File: config.mk
export PLATFORM = sky130hd
export DESIGN_NAME = bitmap_run_allocator_unit
export DESIGN_NICKNAME = d
export VERILOG_FILES = /design/src/rtl/core/bra_pkg.sv /design/src/rtl/core/bitmap_run_allocator_unit.sv /design/src/rtl/core/bra_byte_scan.sv
export SDC_FILE = /design/constraint.sdc
export NUM_CORES = 1
export LEC_CHECK = 0
export BUFFER_PORTS_ARGS = -buffer_cell sky130_fd_sc_hd__buf_4
export CORE_ASPECT_RATIO = 1.2
export CORE_MARGIN = 4
export CORE_UTILIZATION = 31
export CTS_CLUSTER_DIAMETER = 80
export DETAILED_ROUTE_END_ITERATION = 8
export GPL_ROUTABILITY_DRIVEN = 0
export SYNTH_ARGS = -nofsm -noshare
export SYNTH_HDL_FRONTEND = slang
export SYNTH_SLANG_ARGS = --single-unit
File: constraint.sdc
create_clock -name clk -period 10.8 [get_ports clk]
set_input_delay 0.54 -clock clk [delete_from_list [all_inputs] [get_ports clk]]
set_output_delay 0.54 -clock clk [all_outputs]
set_load 0.02 [all_outputs]
File: src/rtl/core/bra_pkg.sv
// ----------------------------------------------------------------------------
// bra_pkg
// Shared types and constants for the bitmap run allocator: map geometry,
// sequencer states and the carry of the byte-wise run search.
// ----------------------------------------------------------------------------
package bra_pkg;

	// Map geometry.
	localparam int MAP_BYTES  = 32;
	localparam int MAP_BITS   = MAP_BYTES * 8;
	localparam int BYTE_IDX_W = $clog2(MAP_BYTES);
	localparam int CNT_W      = BYTE_IDX_W + 1;
	localparam int BIT_W      = $clog2(MAP_BITS);
	localparam int RUN_W      = BIT_W + 1;
	localparam int CFG_W      = 6;

	// Sequencer states.
	typedef enum logic [1:0] {
		S_IDLE,
		S_SCAN,
		S_MARK,
		S_DONE
	} bra_state_t;

	// Run in progress, carried from one byte to the next.
	typedef struct packed {
		logic [RUN_W-1:0] run;
		logic [BIT_W-1:0] start;
	} scan_carry_t;

	// Result of scanning one byte.
	typedef struct packed {
		logic        hit;
		scan_carry_t carry;
	} scan_res_t;

endpackage

File: src/rtl/core/bitmap_run_allocator_unit.sv
// ----------------------------------------------------------------------------
// bitmap_run_allocator_unit
// First-fit allocator over a 256-bit occupancy bitmap: finds the lowest run
// of free bits of the requested length, marks it used and reports its start.
// ----------------------------------------------------------------------------
//
//  Channel | Direction | Payload               | Handshake
//  --------+-----------+-----------------------+----------------------
//  in      | input     | run_length            | in_valid / in_ready
//  out     | output    | found, start_bit      | out_valid / out_ready
//  cfg     | input     | cfg_data (bytes used) | cfg_valid / cfg_ready
//
// A rejected request (zero length or longer than the managed map) goes
// straight to the result state. Otherwise the managed bytes, at most 32,
// are scanned in order until a run is found, and the bytes the run touches
// are then marked; the shared byte scanner handles one byte per cycle. Reset clears the
// whole map at once and sets bytes in use to 32. A new request is taken
// while the previous result waits on the output.
// ----------------------------------------------------------------------------
module bitmap_run_allocator_unit
	import bra_pkg::*;
(
	input  logic             clk,
	input  logic             arst_n,
	input  logic             in_valid,
	output logic             in_ready,
	input  logic [8:0]       run_length,
	output logic             out_valid,
	input  logic             out_ready,
	output logic             found,
	output logic [7:0]       start_bit,
	input  logic             cfg_valid,
	output logic             cfg_ready,
	input  logic [CFG_W-1:0] cfg_data
);

	bra_state_t            state_q, state_d;
	logic [7:0]            map_q [MAP_BYTES];
	logic [CFG_W-1:0]      bytes_in_use_q;
	logic [CNT_W-1:0]      nbytes_d, nbytes_q;
	logic [CNT_W-1:0]      scan_idx_q;
	logic [BYTE_IDX_W-1:0] mark_idx_q;
	logic [RUN_W-1:0]      need_q;
	logic [BIT_W-1:0]      start_q;
	logic [BIT_W-1:0]      end_bit;
	logic                  hit_q;
	scan_carry_t           carry_q;
	scan_res_t             scan_res;
	logic [7:0]            mark_mask;
	logic                  reject;
	logic                  in_beat;
	logic                  scan_step;
	logic                  res_load;
	logic                  out_valid_q;
	logic                  res_found_q;
	logic [7:0]            res_start_q;

	// Managed byte count, saturated to the map size.
	always_comb begin
		if (bytes_in_use_q > CFG_W'(MAP_BYTES)) begin
			nbytes_d = CNT_W'(MAP_BYTES);
		end else begin
			nbytes_d = CNT_W'(bytes_in_use_q);
		end
	end

	// Requests of zero length or longer than the managed bits fail at once.
	assign reject = (run_length == '0) || (run_length > RUN_W'({nbytes_d, 3'b000}));

	// Shared byte scanner.
	bra_byte_scan u_scan (
		.byte_bits (map_q[scan_idx_q[BYTE_IDX_W-1:0]]),
		.byte_idx  (scan_idx_q[BYTE_IDX_W-1:0]),
		.need      (need_q),
		.carry_in  (carry_q),
		.res       (scan_res)
	);

	// Last bit of the found run, and the bits of the current byte inside it.
	assign end_bit = BIT_W'({1'b0, start_q} + need_q - RUN_W'(1));

	always_comb begin
		logic [BIT_W-1:0] addr;
		for (int j = 0; j < 8; j++) begin
			addr         = {mark_idx_q, 3'(j)};
			mark_mask[j] = (addr >= start_q) && (addr <= end_bit);
		end
	end

	// Next state.
	always_comb begin
		state_d = state_q;
		unique case (state_q)
			S_IDLE: begin
				if (in_valid) begin
					state_d = reject ? S_DONE : S_SCAN;
				end
			end
			S_SCAN: begin
				if (scan_idx_q == nbytes_q) begin
					state_d = S_DONE;
				end else if (scan_res.hit) begin
					state_d = S_MARK;
				end
			end
			S_MARK: begin
				if (mark_idx_q == end_bit[BIT_W-1:3]) begin
					state_d = S_DONE;
				end
			end
			S_DONE: begin
				if (!out_valid_q || out_ready) begin
					state_d = S_IDLE;
				end
			end
			default: state_d = S_IDLE;
		endcase
	end

	// Sequencer outputs.
	always_comb begin
		in_ready  = 1'b0;
		scan_step = 1'b0;
		res_load  = 1'b0;
		unique case (state_q)
			S_IDLE:  in_ready  = 1'b1;
			S_SCAN:  scan_step = (scan_idx_q != nbytes_q);
			S_MARK:  ;
			S_DONE:  res_load  = !out_valid_q || out_ready;
			default: ;
		endcase
	end

	assign in_beat   = in_valid && in_ready;
	assign cfg_ready = 1'b1;

	// State and configuration registers.
	always_ff @(posedge clk or negedge arst_n) begin
		if (!arst_n) begin
			state_q        <= S_IDLE;
			bytes_in_use_q <= CFG_W'(MAP_BYTES);
			hit_q          <= 1'b0;
			out_valid_q    <= 1'b0;
		end else begin
			state_q <= state_d;
			if (cfg_valid && cfg_ready) begin
				bytes_in_use_q <= cfg_data;
			end
			if (in_beat) begin
				hit_q <= 1'b0;
			end else if (scan_step && scan_res.hit) begin
				hit_q <= 1'b1;
			end
			if (res_load) begin
				out_valid_q <= 1'b1;
			end else if (out_ready) begin
				out_valid_q <= 1'b0;
			end
		end
	end

	// Search and result datapath.
	always_ff @(posedge clk) begin
		if (in_beat) begin
			need_q     <= run_length;
			nbytes_q   <= nbytes_d;
			scan_idx_q <= '0;
			carry_q    <= '0;
		end
		if (scan_step) begin
			carry_q    <= scan_res.carry;
			scan_idx_q <= scan_idx_q + CNT_W'(1);
			if (scan_res.hit) begin
				start_q    <= scan_res.carry.start;
				mark_idx_q <= scan_res.carry.start[BIT_W-1:3];
			end
		end
		if (state_q == S_MARK) begin
			mark_idx_q <= mark_idx_q + BYTE_IDX_W'(1);
		end
		if (res_load) begin
			res_found_q <= hit_q;
			res_start_q <= hit_q ? start_q : 8'd0;
		end
	end

	// Occupancy map: cleared at reset, one byte marked per cycle.
	always_ff @(posedge clk or negedge arst_n) begin
		if (!arst_n) begin
			for (int i = 0; i < MAP_BYTES; i++) begin
				map_q[i] <= '0;
			end
		end else if (state_q == S_MARK) begin
			map_q[mark_idx_q] <= map_q[mark_idx_q] | mark_mask;
		end
	end

	assign out_valid = out_valid_q;
	assign found     = res_found_q;
	assign start_bit = res_start_q;

	// A rejected request goes straight to the result state.
	a_reject_done: assert property (@(posedge clk) disable iff (!arst_n)
		(in_beat && reject) |=> (state_q == S_DONE))
		else $error("rejected request did not go to the result state");

	// The scan never runs beyond the managed bytes.
	a_scan_bound: assert property (@(posedge clk) disable iff (!arst_n)
		(state_q == S_SCAN) |-> (scan_idx_q <= nbytes_q))
		else $error("scan index beyond managed bytes");

	// Marking stays within the bytes of the found run.
	a_mark_bound: assert property (@(posedge clk) disable iff (!arst_n)
		(state_q == S_MARK) |-> (hit_q && (mark_idx_q <= end_bit[BIT_W-1:3])))
		else $error("marking beyond the found run");

	// A failed result carries a zero start index.
	a_fail_zero: assert property (@(posedge clk) disable iff (!arst_n)
		(out_valid && !found) |-> (start_bit == 8'd0))
		else $error("failed result with non-zero start bit");

endmodule

File: src/rtl/core/bra_byte_scan.sv
// ----------------------------------------------------------------------------
// bra_byte_scan
// Scans the eight bits of one bitmap byte for free bits, extending the run
// carried in from the previous byte, and flags the bit at which the run
// reaches the wanted length.
// ----------------------------------------------------------------------------
module bra_byte_scan
	import bra_pkg::*;
(
	input  logic [7:0]            byte_bits,
	input  logic [BYTE_IDX_W-1:0] byte_idx,
	input  logic [RUN_W-1:0]      need,
	input  scan_carry_t           carry_in,
	output scan_res_t             res
);

	// Walk the bits LSB first; a used bit breaks the run, and the search
	// stops at the first bit that completes it.
	always_comb begin
		scan_carry_t c;
		logic        h;
		c = carry_in;
		h = 1'b0;
		for (int j = 0; j < 8; j++) begin
			if (!h) begin
				if (byte_bits[j]) begin
					c.run = '0;
				end else begin
					if (c.run == '0) begin
						c.start = {byte_idx, 3'(j)};
					end
					c.run = c.run + RUN_W'(1);
					if (c.run == need) begin
						h = 1'b1;
					end
				end
			end
		end
		res.hit   = h;
		res.carry = c;
	end

endmodule

* After elaboration in Yosys (flattened, before gate mapping)
Index checks and enable logic that the tools add are counted.
Cells by class: bitwise logic cells 3, add/sub/neg operators 12, magnitude comparators 21, reductions and logical operators 32, equality and inequality tests 18, mux-type cells 85
Operators by type and width (number):
- bitwise mux 256 bit | 1
- 2-to-1 mux 8 bit | 21
- 2-to-1 mux 17 bit | 9
- logical NOT 9 bit | 9
- binary-select mux 8 bit (select 5 bit) | 2
- adder 9 x 1 -> 9 bit (second input constant) | 8
- == test 9 bit | 8
- 2-to-1 mux 9 bit | 8
- greater-or-equal comparator 8 bit | 8
- <= comparator 8 bit | 8
- demux 8 bit (select 5 bit) | 1
- 2-to-1 mux 1 bit | 30
- 2-to-1 mux 6 bit | 3
- 2-to-1 mux 5 bit | 3
- greater-or-equal comparator 6 bit (second input constant) | 2
- 2-to-1 mux 2 bit | 6
- inverter 5 -> 6 bit | 2
- logical AND 1 bit | 11
- nonzero test 2 bit | 5
- > comparator 9 bit | 1
- adder 8 bit | 1
- OR 8 bit | 1
- one-hot mux 2 bit (4 select lines) | 1
- subtractor 8 x 1 -> 8 bit (second input constant) | 1
- 16 further kinds | 21
Storage, ports and cells: output and inout port bits 12, flip-flop bits (word level) 326, input bits 20, logic and storage cells 216

* Longest topological paths before layout
word-level depth 37, depth in mapped cells 42, gate-level depth less buffers 37

* Cells and area by module
Synthesis repeated with hierarchy kept, for this count alone.
Unflattened totals: cells, all modules 2239, area total of the unflattened synthesis 23817.8 um^2
By module, submodules not included:
- bitmap_run_allocator_unit | cells an instance 1337, area each 17792.1 um^2, sequential area each 8459.4 um^2, instances 1
- bra_byte_scan | cells an instance 902, area each 6025.8 um^2, sequential area each 0.0 um^2, instances 1

* Worst setup path before layout
OpenSTA, ideal clock, no wires.
path kind flip-flop to flip-flop, start register carry_q[8] (netlist name), end register start_q[0] (enable), path slack 0.899 ns, arrival time 9.531 ns, clock period less this slack 9.901 ns, cell stages (with the launch flop) 42, library setup time 0.370 ns, path through edfxtp_1 > buf_2 > inv_1 > ha_1 > clkbuf_1 > xnor2_1 > nand2_1 > nor4_1 > nand2b_1 > clkbuf_1 > nor3_1 > o21ai_0 > a21oi_1 > ha_1 > inv_1 > a211oi_2 > nand4_1 > or4_1 > (+6 left out) > a21o_1 > buf_2 > nand3_1 > o21a_1 > nor3_1 > a21oi_1 > o22ai_1 > ha_1 > inv_1 > nor4_2 > a32o_1 > a211oi_2 > a211oi_4 > nor2_1 > or4_4 > a211oi_4 > a21oi_1 > nor2_1
On the way: longest elaborated chain between the ends 26, elaborated cells between the ends (all ways) 53, those cells by class 8 x add/sub; 8 x eq/ne; 36 x mux; 1 x reduce/logical
RTL lines:
- start, declared | RTL line bitmap_run_allocator_unit.sv:47 | scan_carry_t carry_q;
- start signal, assigned | RTL line bitmap_run_allocator_unit.sv:171 | carry_q <= scan_res.carry;
- adder 9 x 1 -> 9 bit * | RTL line bra_byte_scan.sv:32 | c.run = c.run + RUN_W'(1);
- 2-to-1 mux 9 bit or == test 9 bit (tied branches) | RTL line bra_byte_scan.sv:26, bra_byte_scan.sv:33
- adder 9 x 1 -> 9 bit or 2-to-1 mux 1 bit (tied branches) | RTL line bra_byte_scan.sv:32, bra_byte_scan.sv:33
- 2-to-1 mux 9 bit (tied with other cells) | RTL line bra_byte_scan.sv:26 | if (byte_bits[j]) begin
- 2-to-1 mux 17 bit or 2-to-1 mux 1 bit (tied branches) | RTL line bra_byte_scan.sv:25, bra_byte_scan.sv:33
- adder 9 x 1 -> 9 bit or 2-to-1 mux 1 bit (tied branches) | RTL line bra_byte_scan.sv:32, bra_byte_scan.sv:26
- 2-to-1 mux 9 bit (tied with other cells) | RTL line bra_byte_scan.sv:26
- 2-to-1 mux 17 bit or 2-to-1 mux 1 bit (tied branches) | RTL line bra_byte_scan.sv:25, bra_byte_scan.sv:33
- (+10 left out)
- 2-to-1 mux 9 bit or 2-to-1 mux 1 bit (tied branches) | RTL line bra_byte_scan.sv:26, bra_byte_scan.sv:25
- 2-to-1 mux 17 bit | RTL line bra_byte_scan.sv:25 | if (!h) begin
- adder 9 x 1 -> 9 bit | RTL line bra_byte_scan.sv:32
- == test 9 bit | RTL line bra_byte_scan.sv:33 | if (c.run == need) begin
- 2-to-1 mux 1 bit | RTL line bra_byte_scan.sv:33
- 2-to-1 mux 1 bit | RTL line bra_byte_scan.sv:26
- 2-to-1 mux 1 bit * | RTL line bra_byte_scan.sv:25
- AND reduction 2 bit (no line) *
- end signal, assigned | RTL line bitmap_run_allocator_unit.sv:174 | start_q <= scan_res.carry.start;
- end, declared | RTL line bitmap_run_allocator_unit.sv:44 | logic [BIT_W-1:0] start_q;
Mark *: on every way between the ends. The rest lies on a longest branch, timed or not. A chain may end at the register's enable or synchronous reset.

* Worst setup path after layout
start register scan_idx_q[0], end register mark_idx_q[1] (enable)
On the way: longest elaborated chain between the ends 30, elaborated cells between the ends (all ways) 58, those cells by class 7 x add/sub; 8 x eq/ne; 39 x mux; 1 x bitwise; 3 x reduce/logical
RTL lines:
- start, declared | RTL line bitmap_run_allocator_unit.sv:41 | logic [CNT_W-1:0] scan_idx_q;
- start signal, assigned | RTL line bitmap_run_allocator_unit.sv:172 | scan_idx_q <= scan_idx_q + CNT_W'(1);
- inverter 5 -> 6 bit (implied by the code) | RTL line bitmap_run_allocator_unit.sv:72 | .byte_bits (map_q[scan_idx_q[BYTE_IDX_W-1:0]]),
- binary-select mux 8 bit (select 5 bit) | RTL line bitmap_run_allocator_unit.sv:72
- 2-to-1 mux 8 bit (implied by the code) (2 in a row) | RTL line bitmap_run_allocator_unit.sv:72
- 2-to-1 mux 9 bit | RTL line bra_byte_scan.sv:26
- adder 9 x 1 -> 9 bit | RTL line bra_byte_scan.sv:32
- 2-to-1 mux 9 bit or == test 9 bit (tied branches) | RTL line bra_byte_scan.sv:26, bra_byte_scan.sv:33
- 2-to-1 mux 17 bit or 2-to-1 mux 1 bit (tied branches) | RTL line bra_byte_scan.sv:25, bra_byte_scan.sv:33
- adder 9 x 1 -> 9 bit or 2-to-1 mux 1 bit (tied branches) | RTL line bra_byte_scan.sv:32, bra_byte_scan.sv:26
- (+13 left out)
- 2-to-1 mux 17 bit | RTL line bra_byte_scan.sv:25
- adder 9 x 1 -> 9 bit | RTL line bra_byte_scan.sv:32
- == test 9 bit | RTL line bra_byte_scan.sv:33
- 2-to-1 mux 1 bit | RTL line bra_byte_scan.sv:33
- 2-to-1 mux 1 bit | RTL line bra_byte_scan.sv:26
- 2-to-1 mux 1 bit | RTL line bra_byte_scan.sv:25
- nonzero test 2 bit (no line)
- AND reduction 2 bit (no line) *
- end signal, assigned | RTL line bitmap_run_allocator_unit.sv:175 | mark_idx_q <= scan_res.carry.start[BIT_W-1:3];
- end signal, assigned | RTL line bitmap_run_allocator_unit.sv:179 | mark_idx_q <= mark_idx_q + BYTE_IDX_W'(1);
- end, declared | RTL line bitmap_run_allocator_unit.sv:42 | logic [BYTE_IDX_W-1:0] mark_idx_q;
Mark *: on every way between the ends. The rest lies on a longest branch, timed or not. The select of a mux whose other input is x is not followed.

==> results.toml <==
[route]
wl_met2_mm = 38.0
first_pass_iters = 6
wl_met1_mm = 30.1
drt_iter0_drc = 2310
vias_per_cell = 5.87
vias = 20100
wl_met3_mm = 5.09
routed_wl_mm = 78.3
top_layer_used = "met4"
ant_nets = 0
drc = 0
avgRoutedWirePerCell_microns = 22.8

[timing]
worst_pin_slew_ns = 1.27
min_period_over_period_pct = 94.9
finalSetupViolations = 0
maxSlewHeadroom_pct = 15.2
slew_viol_final = 0
setup-tns-final_ns = 0
hold_viol = 0
post-route-min-period_ns = 10.25
fin_skew_ns = 0.0298
fmax_ghz = 0.0975

[logic_synthesis]
synth_edf_count = 60
synth_seq_cells = 326
synth.avg_cell_area_sq_um = 9.63
seq_area_frac_synth_pct = 36.3
syn-num-nets = 2491
yosys.cell_types.count = 125
syn_inst = 2422
yosysWarnings = 0
async_flop_share_pct = 81.6
ys_dominant_reg_cell = "dfrtp_1"
mappedNetlistArea_sq_um = 23300

[cts]
insertion_delay_ns = 0.55
cts-htree-levels = 2
cts_buffers = 34
cts_tree = "built"
cts_hold_buf = 0
path_clk_slew_ns = 0.06
clock-sinks = 326
cts_buffer_depth = 3
cts-root-buf = "clkbuf_16"

[finish]
diodes = 0
post_layout_nonfiller_instances = 3428
area_delta_synth_final_pct = 11.6
fillers = 7499
nets = 2472
drive_gt1_share_pct = 17.6

[global_route]
grt_max_degree = 98
grt_pass1_wl_mm = 119
grt_pass1_vias = 19900
grtUsageTotal_pct = 19.0
overflow = 0
antenna_found_initial = 0

[worst_setup_path]
criticalPathCategory = "reg -> reg"
critPathTopFamily = "compound AO/OA/AOI/OAI gates"
startpoint = "scan_idx_q[0]$_SDFFCE_PN0P_"
arrival_ns = 10.46
worst-path-buf-inv = 10
r2r-start = "scan_idx_q[0]$_SDFFCE_PN0P_"
cp_slowest_cell = "mux4_2"
cp_max_fo = 12
cp-end-kind = "flop"
critical-path-max-stage-delay_ns = 0.51
critical_path_required_ns = 11.01
critPathMostFrequentCell = "buf_4"
startpoint_type = "flop"

[floorplan]
die_area_sq_um = 79700
die-height_microns = 309
start_util_pct = 31.4
num_rows = 109
die_w_microns = 258
coreArea_sq_um = 74200
io_pins = 32

[flow_run]
drv_cap = 0

[run_status]
status = "completed"

[placed_design]
dp.cells = 3355
port_buffers = 30
dp_hpwl_mm = 56.3

[min_path]
hold_class = "in -> async"
-- path summary, 6_finish.rpt --
kind                       cells after the start                      end  slack (ns)
min in group clk                               1      need_q[2]$_DFFE_PP_        0.20
max reg2reg                                   40  mark_idx_q[1]$_DFFE_PP_        0.55
max in group asynchronous                      3   map_q[115]$_DFFE_PN0P_        8.13
min                                            1   map_q[157]$_DFFE_PN0P_        0.05
min reg2reg                                    2    map_q[95]$_DFFE_PN0P_        0.50
max                                           40  mark_idx_q[1]$_DFFE_PP_        0.55
-- timing repair --
| action | 4_1_cts | 5_1_grt |
|---|---|---|
| setup buffers | 0 | 11 |
| endpoints found under the hold margin | 0 | 0 |
| resized for setup | 0 | 14 |
| setup endpoints to repair | 0 | 31 |
-- final cells by class --
type / count / area, sq um / share of cell area [%]
multi-input combinational: 1852 / 14000 / 53.7
sequential: 326 / 8460 / 32.5
clock buffer: 47 / 1000 / 3.85
inverter: 69 / 259 / 0.995
tap: 999 / 1250 / 4.80
clock inverter: 15 / 161 / 0.620
timing repair buffer: 120 / 921 / 3.54
-- Yosys cell counts, drive strengths merged, types with 26 or more instances --
cell type	n	share of area [%]
nand2	400	6.4
o21ai	321	6.9
dfrtp	265	28
mux4	135	13
clkbuf	125	2.0
nor2	98	1.6
a21oi	75	1.7
inv	67	1.1
edfxtp	60	7.7
xnor2	56	2.1
nand3	54	1.2
nor3	53	1.3
buf	50	1.1
ha	48	2.6
mux2i	43	2.0
nand4	37	0.99
nor4	35	1.1
and2	29	0.78
mux2	28	1.4
a22oi	26	0.84
-- cell families (layout without fill, tap and decap cells) --
logic type               count (synthesis)  after routing  synth area share (%)
AND/OR/NAND/NOR                        815            815                  16.7
AO/OA/AOI/OAI                          697            697                  20.2
XOR/XNOR                                83             83                  3.42
multiplexers                           206            206                  16.4
flip-flops                             326            326                  36.3
other                                    1              1                0.0161
adder cells (fa/ha/maj)                 50             50                  2.70
buffers and inverters                  244            251                  4.24
-- state kept, by name, summed over array words and instances, names as in the netlist, 2 cells and up --
signal          count
carry_q            17
start_q             8
bytes_in_use_q      6
scan_idx_q          6
state_q             2
nbytes_q            6
need_q              9
mark_idx_q          5
map_q             256
start_bit           8
-- through the flow --
stage	util, %	area (sq um)	setup WS, ns	hold WS, ns
after floorplan	-	23300	0.899	0.244
after global placement	33.3	24700	0.399	0.473
after detailed placement	33.3	24700	0.0940	0.486
after CTS	34.9	25900	0.0186	0.0699
after global routing	35.1	26000	-0.0128	0.0797
final	35.1	26000	0.548	0.0528
-- cell usage in the layout (no fill, tap or decap), drive strengths merged, types with 14 or more instances in the layout --
master and n:
edfxtp 60, a21oi 75, and3 16, or3 17, nand2b 14, nand2 400, a211oi 25, and2 29
nand4 37, mux2i 43, mux2 28, nor3 53, nor4 35, o21ai 321, o211ai 23, xor2 22
nand3 54, nor2 98, dfrtp 265, xnor2 56, ha 48, a22oi 26, a31oi 18, o31ai 14
mux4 135, clkbuf 47, buf 120, a21o 16, inv 71
-- routing by layer --
metal  up-vias  global-route usage, %
li1       9063                      -
met1      9857                   23.2
met2       930                   32.9
met3       278                   2.42
met4         0                   9.97
met5         -                      0
Power is left out: the tool's default activity adds up to more than one toggle a clock period on the data nets, which glitch-free logic cannot reach.
